[src/hw/rtl/jsts_pkg.sv]
`timescale 1ns / 1ps
// ----------------------------------------------------------------------------
// jsts_pkg
// Shared types and constants for the JSON string token scanner.
// ----------------------------------------------------------------------------
package jsts_pkg;

  // Width of the running byte offset; wraps at this many bits (8 to 32).
  localparam int unsigned OffsetBits = 16;
  localparam int unsigned ErrOffBits = 16;
  localparam int unsigned CapBits    = 9;
  localparam int unsigned CountBits  = 9;

  localparam logic [CapBits-1:0] CapReset   = 9'd64;
  localparam logic [7:0]         CtrlLimit  = 8'h20;

  localparam logic [7:0] ChQuote = 8'h22;
  localparam logic [7:0] ChBslash = 8'h5C;
  localparam logic [7:0] ChSlash = 8'h2F;
  localparam logic [7:0] ChLowN  = 8'h6E;
  localparam logic [7:0] ChLowT  = 8'h74;
  localparam logic [7:0] ChSpace = 8'h20;
  localparam logic [7:0] ChTab   = 8'h09;
  localparam logic [7:0] ChLf    = 8'h0A;
  localparam logic [7:0] ChCr    = 8'h0D;

  typedef enum logic [2:0] {
    ErrNone       = 3'd0,
    ErrExpected   = 3'd1,
    ErrUnterm     = 3'd2,
    ErrCtrlByte   = 3'd3,
    ErrBadEscape  = 3'd4,
    ErrTooLong    = 3'd5
  } err_code_e;

  typedef enum logic [2:0] {
    PhWait = 3'b001,
    PhStr  = 3'b010,
    PhEsc  = 3'b100
  } scan_phase_e;

  typedef struct packed {
    logic [7:0]            out_char;
    logic                  char_valid;
    logic                  string_done;
    err_code_e             error_code;
    logic [ErrOffBits-1:0] error_offset;
  } result_t;

  // Low 16 bits of an offset, zero-extended when the offset is narrower.
  function automatic logic [ErrOffBits-1:0] err_offset(input logic [OffsetBits-1:0] off);
    logic [OffsetBits+ErrOffBits-1:0] ext;
    ext = {{ErrOffBits{1'b0}}, off};
    return ext[ErrOffBits-1:0];
  endfunction

endpackage

[src/hw/rtl/jsts_text_if.sv]
`timescale 1ns / 1ps
// ----------------------------------------------------------------------------
// jsts_text_if
// Valid/ready channel carrying one text byte or an end-of-text mark.
// ----------------------------------------------------------------------------
interface jsts_text_if;
  logic       valid;
  logic       ready;
  logic [7:0] text_byte;
  logic       text_ended;

  modport source (output valid, output text_byte, output text_ended, input ready);
  modport sink   (input valid, input text_byte, input text_ended, output ready);
endinterface

[src/hw/rtl/jsts_result_if.sv]
`timescale 1ns / 1ps
// ----------------------------------------------------------------------------
// jsts_result_if
// Valid/ready channel carrying one decoded character or end/error report.
// ----------------------------------------------------------------------------
interface jsts_result_if;
  logic        valid;
  logic        ready;
  logic [7:0]  out_char;
  logic        char_valid;
  logic        string_done;
  logic [2:0]  error_code;
  logic [15:0] error_offset;

  modport source (output valid, output out_char, output char_valid, output string_done,
                  output error_code, output error_offset, input ready);
  modport sink   (input valid, input out_char, input char_valid, input string_done,
                  input error_code, input error_offset, output ready);
endinterface

[src/hw/rtl/json_string_token_scanner_core.sv]
`timescale 1ns / 1ps
// ----------------------------------------------------------------------------
// json_string_token_scanner_core
// Skips whitespace, decodes one quoted JSON string per token and reports
// characters, closing quotes and errors with byte offsets.
// ----------------------------------------------------------------------------
// Usage:
//   text_i   : one beat per text byte, or an end-of-text beat (text_ended=1)
//              which clears the byte offset and flags an open string.
//   result_o : zero or one beat per text beat - a decoded character, a
//              string_done beat on the closing quote, or an error beat
//              (string_done=1, error_code/error_offset set).
//   cfg_we_i/cfg_wdata_i : string_capacity, write only while idle.
// A result is registered and appears in the cycle after its text beat is taken.
// Throughput: one text beat per cycle unless held off as below; the decode
// is a single step between the scan state registers and the result register.
// text_i.ready is low only while a result is held and result_o.ready is low;
// the result register then holds its beat and no text is taken.
// Reset: waiting for an opening quote, offset and count zero, capacity 64,
// no result pending.
// ----------------------------------------------------------------------------
module json_string_token_scanner_core
  import jsts_pkg::*;
(
  input  logic                clk_i,
  input  logic                rst_ni,
  input  logic                cfg_we_i,
  input  logic [CapBits-1:0]  cfg_wdata_i,
  jsts_text_if.sink           text_i,
  jsts_result_if.source       result_o
);

  logic [CapBits-1:0]    capacity_q;
  scan_phase_e           phase_q, phase_d;
  logic [OffsetBits-1:0] byte_off_q, byte_off_d;
  logic [OffsetBits-1:0] quote_off_q, quote_off_d;
  logic [CountBits-1:0]  count_q, count_d;

  logic    out_valid_q, out_valid_d;
  result_t out_q;
  result_t res;
  logic    res_valid;
  logic    accept;

  logic [OffsetBits-1:0] next_off;
  logic [CountBits:0]    count_inc;
  logic                  too_long;
  logic [7:0]            esc_char;
  logic                  esc_ok;
  logic [7:0]            b;

  assign text_i.ready = !out_valid_q || result_o.ready;
  assign accept       = text_i.valid && text_i.ready;
  assign b            = text_i.text_byte;
  assign next_off     = byte_off_q + 1'b1;
  assign count_inc    = {1'b0, count_q} + 1'b1;
  assign too_long     = count_inc >= {1'b0, capacity_q};

  always_comb begin
    esc_ok   = 1'b1;
    esc_char = b;
    case (b)
      ChQuote, ChBslash, ChSlash: esc_char = b;
      ChLowN:                     esc_char = ChLf;
      ChLowT:                     esc_char = ChTab;
      default:                    esc_ok   = 1'b0;
    endcase
  end

  always_comb begin
    phase_d     = phase_q;
    byte_off_d  = next_off;
    quote_off_d = quote_off_q;
    count_d     = count_q;
    res_valid   = 1'b0;
    res         = '{out_char: 8'h00, char_valid: 1'b0, string_done: 1'b0,
                    error_code: ErrNone, error_offset: '0};

    if (text_i.text_ended) begin
      if (phase_q == PhStr || phase_q == PhEsc) begin
        res_valid        = 1'b1;
        res.string_done  = 1'b1;
        res.error_code   = ErrUnterm;
        res.error_offset = err_offset(quote_off_q);
      end
      phase_d    = PhWait;
      count_d    = '0;
      byte_off_d = '0;
    end else begin
      unique case (phase_q)
        PhStr, PhEsc: begin
          res_valid = 1'b1;
          if (phase_q == PhStr && b == ChQuote) begin
            phase_d         = PhWait;
            count_d         = '0;
            res.string_done = 1'b1;
          end else if (phase_q == PhStr && b < CtrlLimit) begin
            phase_d          = PhWait;
            count_d          = '0;
            res.string_done  = 1'b1;
            res.error_code   = ErrCtrlByte;
            res.error_offset = err_offset(byte_off_q);
          end else if (phase_q == PhStr && b == ChBslash) begin
            phase_d   = PhEsc;
            res_valid = 1'b0;
          end else if (phase_q == PhEsc && !esc_ok) begin
            phase_d          = PhWait;
            count_d          = '0;
            res.string_done  = 1'b1;
            res.error_code   = ErrBadEscape;
            res.error_offset = err_offset(byte_off_q);
          end else if (too_long) begin
            phase_d          = PhWait;
            count_d          = '0;
            res.string_done  = 1'b1;
            res.error_code   = ErrTooLong;
            res.error_offset = err_offset(quote_off_q);
          end else begin
            phase_d        = PhStr;
            count_d        = count_inc[CountBits-1:0];
            res.char_valid = 1'b1;
            res.out_char   = (phase_q == PhEsc) ? esc_char : b;
          end
        end
        default: begin
          // waiting for an opening quote; stray codes land here too
          phase_d = PhWait;
          if (b == ChQuote) begin
            quote_off_d = byte_off_q;
            count_d     = '0;
            phase_d     = PhStr;
          end else if (!(b == ChSpace || b == ChTab || b == ChLf || b == ChCr)) begin
            res_valid        = 1'b1;
            count_d          = '0;
            res.string_done  = 1'b1;
            res.error_code   = ErrExpected;
            res.error_offset = err_offset(byte_off_q);
          end
        end
      endcase
    end
  end

  always_comb begin
    out_valid_d = out_valid_q;
    if (accept) begin
      out_valid_d = res_valid;
    end else if (result_o.ready) begin
      out_valid_d = 1'b0;
    end
  end

  always_ff @(posedge clk_i or negedge rst_ni) begin
    if (!rst_ni) begin
      capacity_q  <= CapReset;
      phase_q     <= PhWait;
      byte_off_q  <= '0;
      quote_off_q <= '0;
      count_q     <= '0;
      out_valid_q <= 1'b0;
    end else begin
      if (cfg_we_i) begin
        capacity_q <= cfg_wdata_i;
      end
      if (accept) begin
        phase_q     <= phase_d;
        byte_off_q  <= byte_off_d;
        quote_off_q <= quote_off_d;
        count_q     <= count_d;
      end
      out_valid_q <= out_valid_d;
    end
  end

  // result beat payload
  always_ff @(posedge clk_i) begin
    if (accept && res_valid) begin
      out_q <= res;
    end
  end

  assign result_o.valid        = out_valid_q;
  assign result_o.out_char     = out_q.out_char;
  assign result_o.char_valid   = out_q.char_valid;
  assign result_o.string_done  = out_q.string_done;
  assign result_o.error_code   = out_q.error_code;
  assign result_o.error_offset = out_q.error_offset;

`ifndef SYNTHESIS
  a_err_ends_string: assert property (@(posedge clk_i) disable iff (!rst_ni)
    (out_valid_q && out_q.error_code != ErrNone) |-> (out_q.string_done && !out_q.char_valid))
    else $error("error beat without string_done");

  a_char_not_done: assert property (@(posedge clk_i) disable iff (!rst_ni)
    (out_valid_q && out_q.char_valid) |-> (!out_q.string_done && out_q.error_offset == '0))
    else $error("character beat flagged as end of string");

  a_end_clears_off: assert property (@(posedge clk_i) disable iff (!rst_ni)
    (accept && text_i.text_ended) |=> (byte_off_q == '0 && phase_q == PhWait && count_q == '0))
    else $error("end of text did not clear scan state");
`endif

endmodule

[src/flat_wrapper.sv]
// flat-port wrapper written by rule: the top's interface ports become plain ports
module json_string_token_scanner_core_flat import jsts_pkg::*;
  (clk_i, rst_ni, cfg_we_i, cfg_wdata_i, text_i_valid, text_i_text_byte, text_i_text_ended, text_i_ready, result_o_valid, result_o_out_char, result_o_char_valid, result_o_string_done, result_o_error_code, result_o_error_offset, result_o_ready);
  jsts_text_if text_i_i ();
  jsts_result_if result_o_i ();
  input  logic clk_i;
  input  logic rst_ni;
  input  logic cfg_we_i;
  input  logic [CapBits-1:0] cfg_wdata_i;
  input wire logic [$bits(text_i_i.valid)-1:0] text_i_valid;
  input wire logic [$bits(text_i_i.text_byte)-1:0] text_i_text_byte;
  input wire logic [$bits(text_i_i.text_ended)-1:0] text_i_text_ended;
  output wire logic [$bits(text_i_i.ready)-1:0] text_i_ready;
  output wire logic [$bits(result_o_i.valid)-1:0] result_o_valid;
  output wire logic [$bits(result_o_i.out_char)-1:0] result_o_out_char;
  output wire logic [$bits(result_o_i.char_valid)-1:0] result_o_char_valid;
  output wire logic [$bits(result_o_i.string_done)-1:0] result_o_string_done;
  output wire logic [$bits(result_o_i.error_code)-1:0] result_o_error_code;
  output wire logic [$bits(result_o_i.error_offset)-1:0] result_o_error_offset;
  input wire logic [$bits(result_o_i.ready)-1:0] result_o_ready;
  assign text_i_i.valid = text_i_valid;
  assign text_i_i.text_byte = text_i_text_byte;
  assign text_i_i.text_ended = text_i_text_ended;
  assign text_i_ready = text_i_i.ready;
  assign result_o_valid = result_o_i.valid;
  assign result_o_out_char = result_o_i.out_char;
  assign result_o_char_valid = result_o_i.char_valid;
  assign result_o_string_done = result_o_i.string_done;
  assign result_o_error_code = result_o_i.error_code;
  assign result_o_error_offset = result_o_i.error_offset;
  assign result_o_i.ready = result_o_ready;
  json_string_token_scanner_core u_core (.clk_i(clk_i), .rst_ni(rst_ni), .cfg_we_i(cfg_we_i), .cfg_wdata_i(cfg_wdata_i), .text_i(text_i_i), .result_o(result_o_i));
endmodule
[config.mk]
export PLATFORM = sky130hd
export DESIGN_NAME = json_string_token_scanner_core_flat
export DESIGN_NICKNAME = d
export VERILOG_FILES = /design/src/hw/rtl/jsts_pkg.sv /design/src/hw/rtl/jsts_text_if.sv /design/src/hw/rtl/jsts_result_if.sv /design/src/hw/rtl/json_string_token_scanner_core.sv /design/src/flat_wrapper.sv
export SDC_FILE = /design/constraint.sdc
export NUM_CORES = 1
export LEC_CHECK = 0
export BUFFER_PORTS_ARGS = -buffer_cell sky130_fd_sc_hd__buf_2
export CORE_ASPECT_RATIO = 1.4
export CORE_MARGIN = 3
export CORE_UTILIZATION = 42
export DETAILED_ROUTE_END_ITERATION = 12
export GPL_TIMING_DRIVEN = 0
export SLEW_MARGIN = 20
export SYNTH_ARGS = -nofsm -noshare
export SYNTH_HDL_FRONTEND = slang
export SYNTH_SLANG_ARGS = --single-unit
[constraint.sdc]
create_clock -name clk_i -period 8.7 [get_ports clk_i]
set_input_delay 0.87 -clock clk_i [delete_from_list [all_inputs] [get_ports clk_i]]
set_output_delay 0.87 -clock clk_i [all_outputs]
set_load 0.02 [all_outputs]
# After elaboration in Yosys (flattened, before gate mapping)
# Index checks and enable logic that the tools add are counted.
# word_totals
regBits	83
latch_bits	0
ramBits	0
romBits	0
input_bits	23
wordCells	93
mem_count	0
# classes
n_addsub	2
multipliers	0
n_div	0
n_lt_le_gt_ge	2
n_eq_ne	13
shifts	0
n_mux	43
bitwise_logic	2
reduce_logical	20
# ops
operator	n
2-to-1 mux 20 bit	9
2-to-1 mux 9 bit	10
equality test 8 x 4 -> 1 bit, second input constant	3
equality test 8 x 6 -> 1 bit, second input constant	3
equality test 8 x 7 -> 1 bit, second input constant	3
2-to-1 mux 19 bit	1
2-to-1 mux 3 bit	6
adder 16 x 1 -> 16 bit, second input constant	1
2-to-1 mux 16 bit	1
case mux 8 bit (2 select lines)	1
2-to-1 mux 1 bit	12
adder 9 x 1 -> 10 bit, second input constant	1
greater-or-equal comparator 10 x 9 -> 1 bit	1
< comparator 8 x 6 -> 1 bit, second input constant	1
2-to-1 mux 8 bit	1
OR reduction 7 bit	1
logical AND 1 bit	6
OR reduction 6 bit	1
logical OR 1 bit	5
!= test 5 x 3 -> 1 bit, second input constant	1
OR reduction 5 bit	1
2-to-1 mux 2 bit	2
!= test 4 x 3 -> 1 bit, second input constant	1
AND reduction 4 bit	1
other kinds (7)	9

# Logic depth before layout (Yosys ltp)
# depth
word_depth	11
mapped_depth	13
depth_no_buf	12

# Least setup slack after synthesis
# No wires, ideal clock.
# synth_timing
kind	input-to-reg
startpoint	input text_i_text_byte[0]
endpoint	register u_core.out_q (netlist bit u_core.result_o.char_valid), enable pin
arrival_ns	3.095
required_ns	8.285
path_slack_ns	5.190
cell_stages	7
path_buffers	1
path_cell_list	buf_4 nor4b_2 and2_1 nor3_1 nor2b_1 a21oi_1 nor2_1
# synth_via
elab_chain_len	9
word_cells_on_any_way	21
# synth_lines
element	line_no	text
start: declaration	flat_wrapper.sv:11	input wire logic [$bits(text_i_i.text_byte)-1:0] text_i_text_byte;
branches (longest 6 deep; another with < comparator 8 x 6 -> 1 bit)	-	
2-to-1 mux 1 bit (*)	json_string_token_scanner_core.sv:90	unique case (phase_q)
2-to-1 mux 1 bit (*)	json_string_token_scanner_core.sv:79	if (text_i.text_ended) begin
logical AND 1 bit (*)	json_string_token_scanner_core.sv:177	if (accept && res_valid) begin
end signal: assignment	json_string_token_scanner_core.sv:178	out_q <= res;
end: declaration	json_string_token_scanner_core.sv:40	result_t out_q;
# Mark *: on every way between the ends.
# A chain may end at the register's enable or synchronous reset.

==> run_results.csv <==
group,metric,value,unit
clocking,clock-root-buffer,"clkbuf_16",
synthesis,synth_ff_type,"dfrtp_1",
sta,rsz0062_at_grt,"no",
final_layout,fin_nets,481,
setup_path,critPathMaxStageDelay,0.44,ns
synthesis,avgSynthCellArea,11.12,µm²
setup_path,critical_path.max_fanout,10,
setup_path,rr_worst_depth,13,
detailed_routing,post_drt_wl_per_cell,14.79,µm
detailed_routing,via_per_inst,5.193,
grt,grt_pass1_vias,3067,
floorplan,core_area,9953,µm²
final_layout,mostFrequentLayoutCell,"dfrtp_1",
clocking,htreeDepth,3,
placed_design,place_congestion,0.7605,
sta,fin_skew,0.008951,ns
clocking,clk_latency,0.33,ns
setup_path,start_kind,"register",
clocking,clk_pin_slew,0.06,ns
setup_path,crit_slowest_cell,"dfrtp_1",
power,ir_drop,110.3,µV
final_layout,synthToLayoutAreaGrowth,17.50,%
setup_path,worstPathCellList,"ha_1 -> and3_1 -> nand3_1 -> nor2_1 -> xor2_1 -> ha_1 -> nand4_1 -> o21ai_0 -> nor3_1 -> o21ai_2 -> a21oi_2 -> buf_2 -> o2bb2ai_1",
synthesis,ys_types,60,
grt,grt_util_met2,28.71,%
synthesis,synthArstFlopShare,65.06,%
synthesis,yosysWarnings,0,
floorplan,fp-row-count,43,
synthesis,yosysTopAreaCell,"dfrtp_1",
detailed_routing,drtIter0Drc,134,
synthesis,ys_seq_area_share,51.96,%
sta,fin_hold_ws,0.4878,ns
sta,max_freq,0.2914,GHz
sta,finalSetupViolations,0,
floorplan,die_w,91.33,µm
setup_path,path_depth,13,
placed_design,detailed_place_hpwl,6416,µm
detailed_routing,dr.pass1.iters,4,
grt,grt_util_all_layers,16.34,%
synthesis,synth_seq_cells,83,
synthesis,synth_nets,419,
placed_design,place_area,4738,µm²
placed_design,dp_slack,5.090,ns
power,p_leak,2.189,nW
grt,antenna_found_initial,0,
setup_path,cp.required,8.77,ns
final_layout,final_cell_area,5031,µm²
synthesis,synth_area_leaders,"dfrtp_1 30%, edfxtp_1 20%, o2bb2ai_1 3.5%, nand2_1 3.4%, ha_1 3.2%",
final_layout,fin_util,50.55,%
clocking,clock-sinks,83,
sta,finalMaxSlewViolations,0,
sta,finalCritPeriodShare,39.44,%
clocking,postCtsSetupRepairBufs,0,
run,max-cap-violations,0,
power,power_density,173.0,nW/µm²
clocking,cts_resized,0,
sta,fin_crit,3.431,ns
floorplan,dieArea,11460,µm²
clocking,cts_tree,"built",
grt,grt-busiest-layer,"met2",
synthesis,synth_edf_count,29,
sta,setup_ws,5.269,ns
setup_path,criticalPathCategory,"register to register",
grt,grt_pass1_wl,14980,µm
grt,overflow,0,
synthesis,syn_inst,385,
setup_path,crit_family,"compound AO/OA/AOI/OAI gates",
final_layout,layout-drive-gt1-share,23.23,%
hold_path,hold_depth,1,
run_status,status,"complete, no violations",
clocking,cts_hold_buf,0,
setup_path,end_kind,"register",
floorplan,fp.dieH,125.5,µm
final_layout,final_cell_mix,"52 x dfrtp_1, 50 x buf_2, 39 x nand2_1, 30 x nor2_1, 29 x edfxtp_1",
grt,grt_max_degree,55,
floorplan,start_util,43.02,%
detailed_routing,postRouteAntennaNets,0,
grt,grt_util_met1,19.62,%
sta,hold_viol,0,
setup_path,cp.arrival,3.51,ns
detailed_routing,wl,8679,µm
placed_design,io_buffers,50,
setup_path,cp_num_buf_inv,1,
grt,use_met3,3.008,%
floorplan,io_pins,54,
sta,slew_headroom,53.60,%
detailed_routing,drcViolationCount,0,
clocking,clockBufferDepth,2,
final_layout,n_antenna_cell,0,
clocking,cts_buffers,9,
synthesis,synth_top_area_share,30.39,%
sta,setup_tns,0,ns
hold_path,hp-class,"register to register",
synthesis,syn_area,4282,µm²
sta,tightest_slew,0.6909,ns
setup_path,critPathMostFrequentCell,"ha_1",
detailed_routing,vias,3048,
final timing paths:
check	startpoint	end	slack (ns)
min reg2reg	u_core.quote_off_q[0]	u_core.quote_off_q[0]	0.49
min in group asynchronous	rst_ni	u_core.quote_off_q[15]	0.57
max in group asynchronous	rst_ni	u_core.phase_q[2]	7.65
max reg2reg	u_core.count_q[0]	u_core.result_o.error_offset[15]	5.27
max	u_core.count_q[0]	u_core.result_o.error_offset[15]	5.27
min	u_core.quote_off_q[0]	u_core.quote_off_q[0]	0.49
sequential cells by signal (all words and copies together), names as in the netlist:
signal / cells
u_core.result_o.error_offset: 16
u_core.result_o.error_code: 3
u_core.byte_off_q: 16
u_core.result_o.valid: 1
u_core.quote_off_q: 16
u_core.capacity_q: 9
u_core.result_o.string_done: 1
u_core.result_o.out_char: 8
u_core.result_o.char_valid: 1
u_core.phase_q: 3
u_core.count_q: 9
stage by stage:
step / instances / power, mW
after floorplan: 385 / 0.4834
after global placement: 570 / 0.5122
after detailed placement: 571 / 0.5159
after CTS: 587 / 0.8823
after global routing: 587 / 0.9125
final: 587 / 0.8702
routing by layer:
metal	up-vias	part of all wire [%]
li1	1526	-
met1	1456	42
met2	55	53
met3	11	3.1
met4	0	1.9
met5	-	0
synthesized netlist by cell type (all sizes together), types with 11 or more instances:
cell,instances
o2bb2ai,17
xor2,12
nand3,12
o21ai,17
mux2,19
inv,13
nor2,32
a21oi,11
ha,11
nand2,39
dfrtp,52
and2,11
edfxtp,29
power breakdown:
group	leakage [nW]	internal, mW	switching, mW	total (mW)
registers	1.01	0.420	0.00636	0.426
logic	1.04	0.0282	0.0524	0.0806
clock network	0.143	0.212	0.151	0.363
cells by family (layout without fill, tap and decap cells):
family          count (synthesis)  count (layout)  share of synthesized area [%]
compound gates                 75              75                          13.44
xor+xnor                       19              19                          3.887
fa+ha+maj                      11              11                          3.214
buf+inv                        27              94                          3.097
flops                          83              83                          51.96
mux                            19              19                          4.997
simple gates                  151             151                          19.40
layout make-up:
type                            instances  area [µm²]
Clock buffer                           11       254.0
Inverter                               13       48.80
Multi-Input combinational cell        275        1936
Sequential cell                        83        2225
Timing Repair Buffer                   51       280.3
Fill cell                             890        4922
Clock inverter                          5       35.03
Buffer                                 14       83.83
Tap cell                              135       168.9
Power figures use the tool's default switching activity.
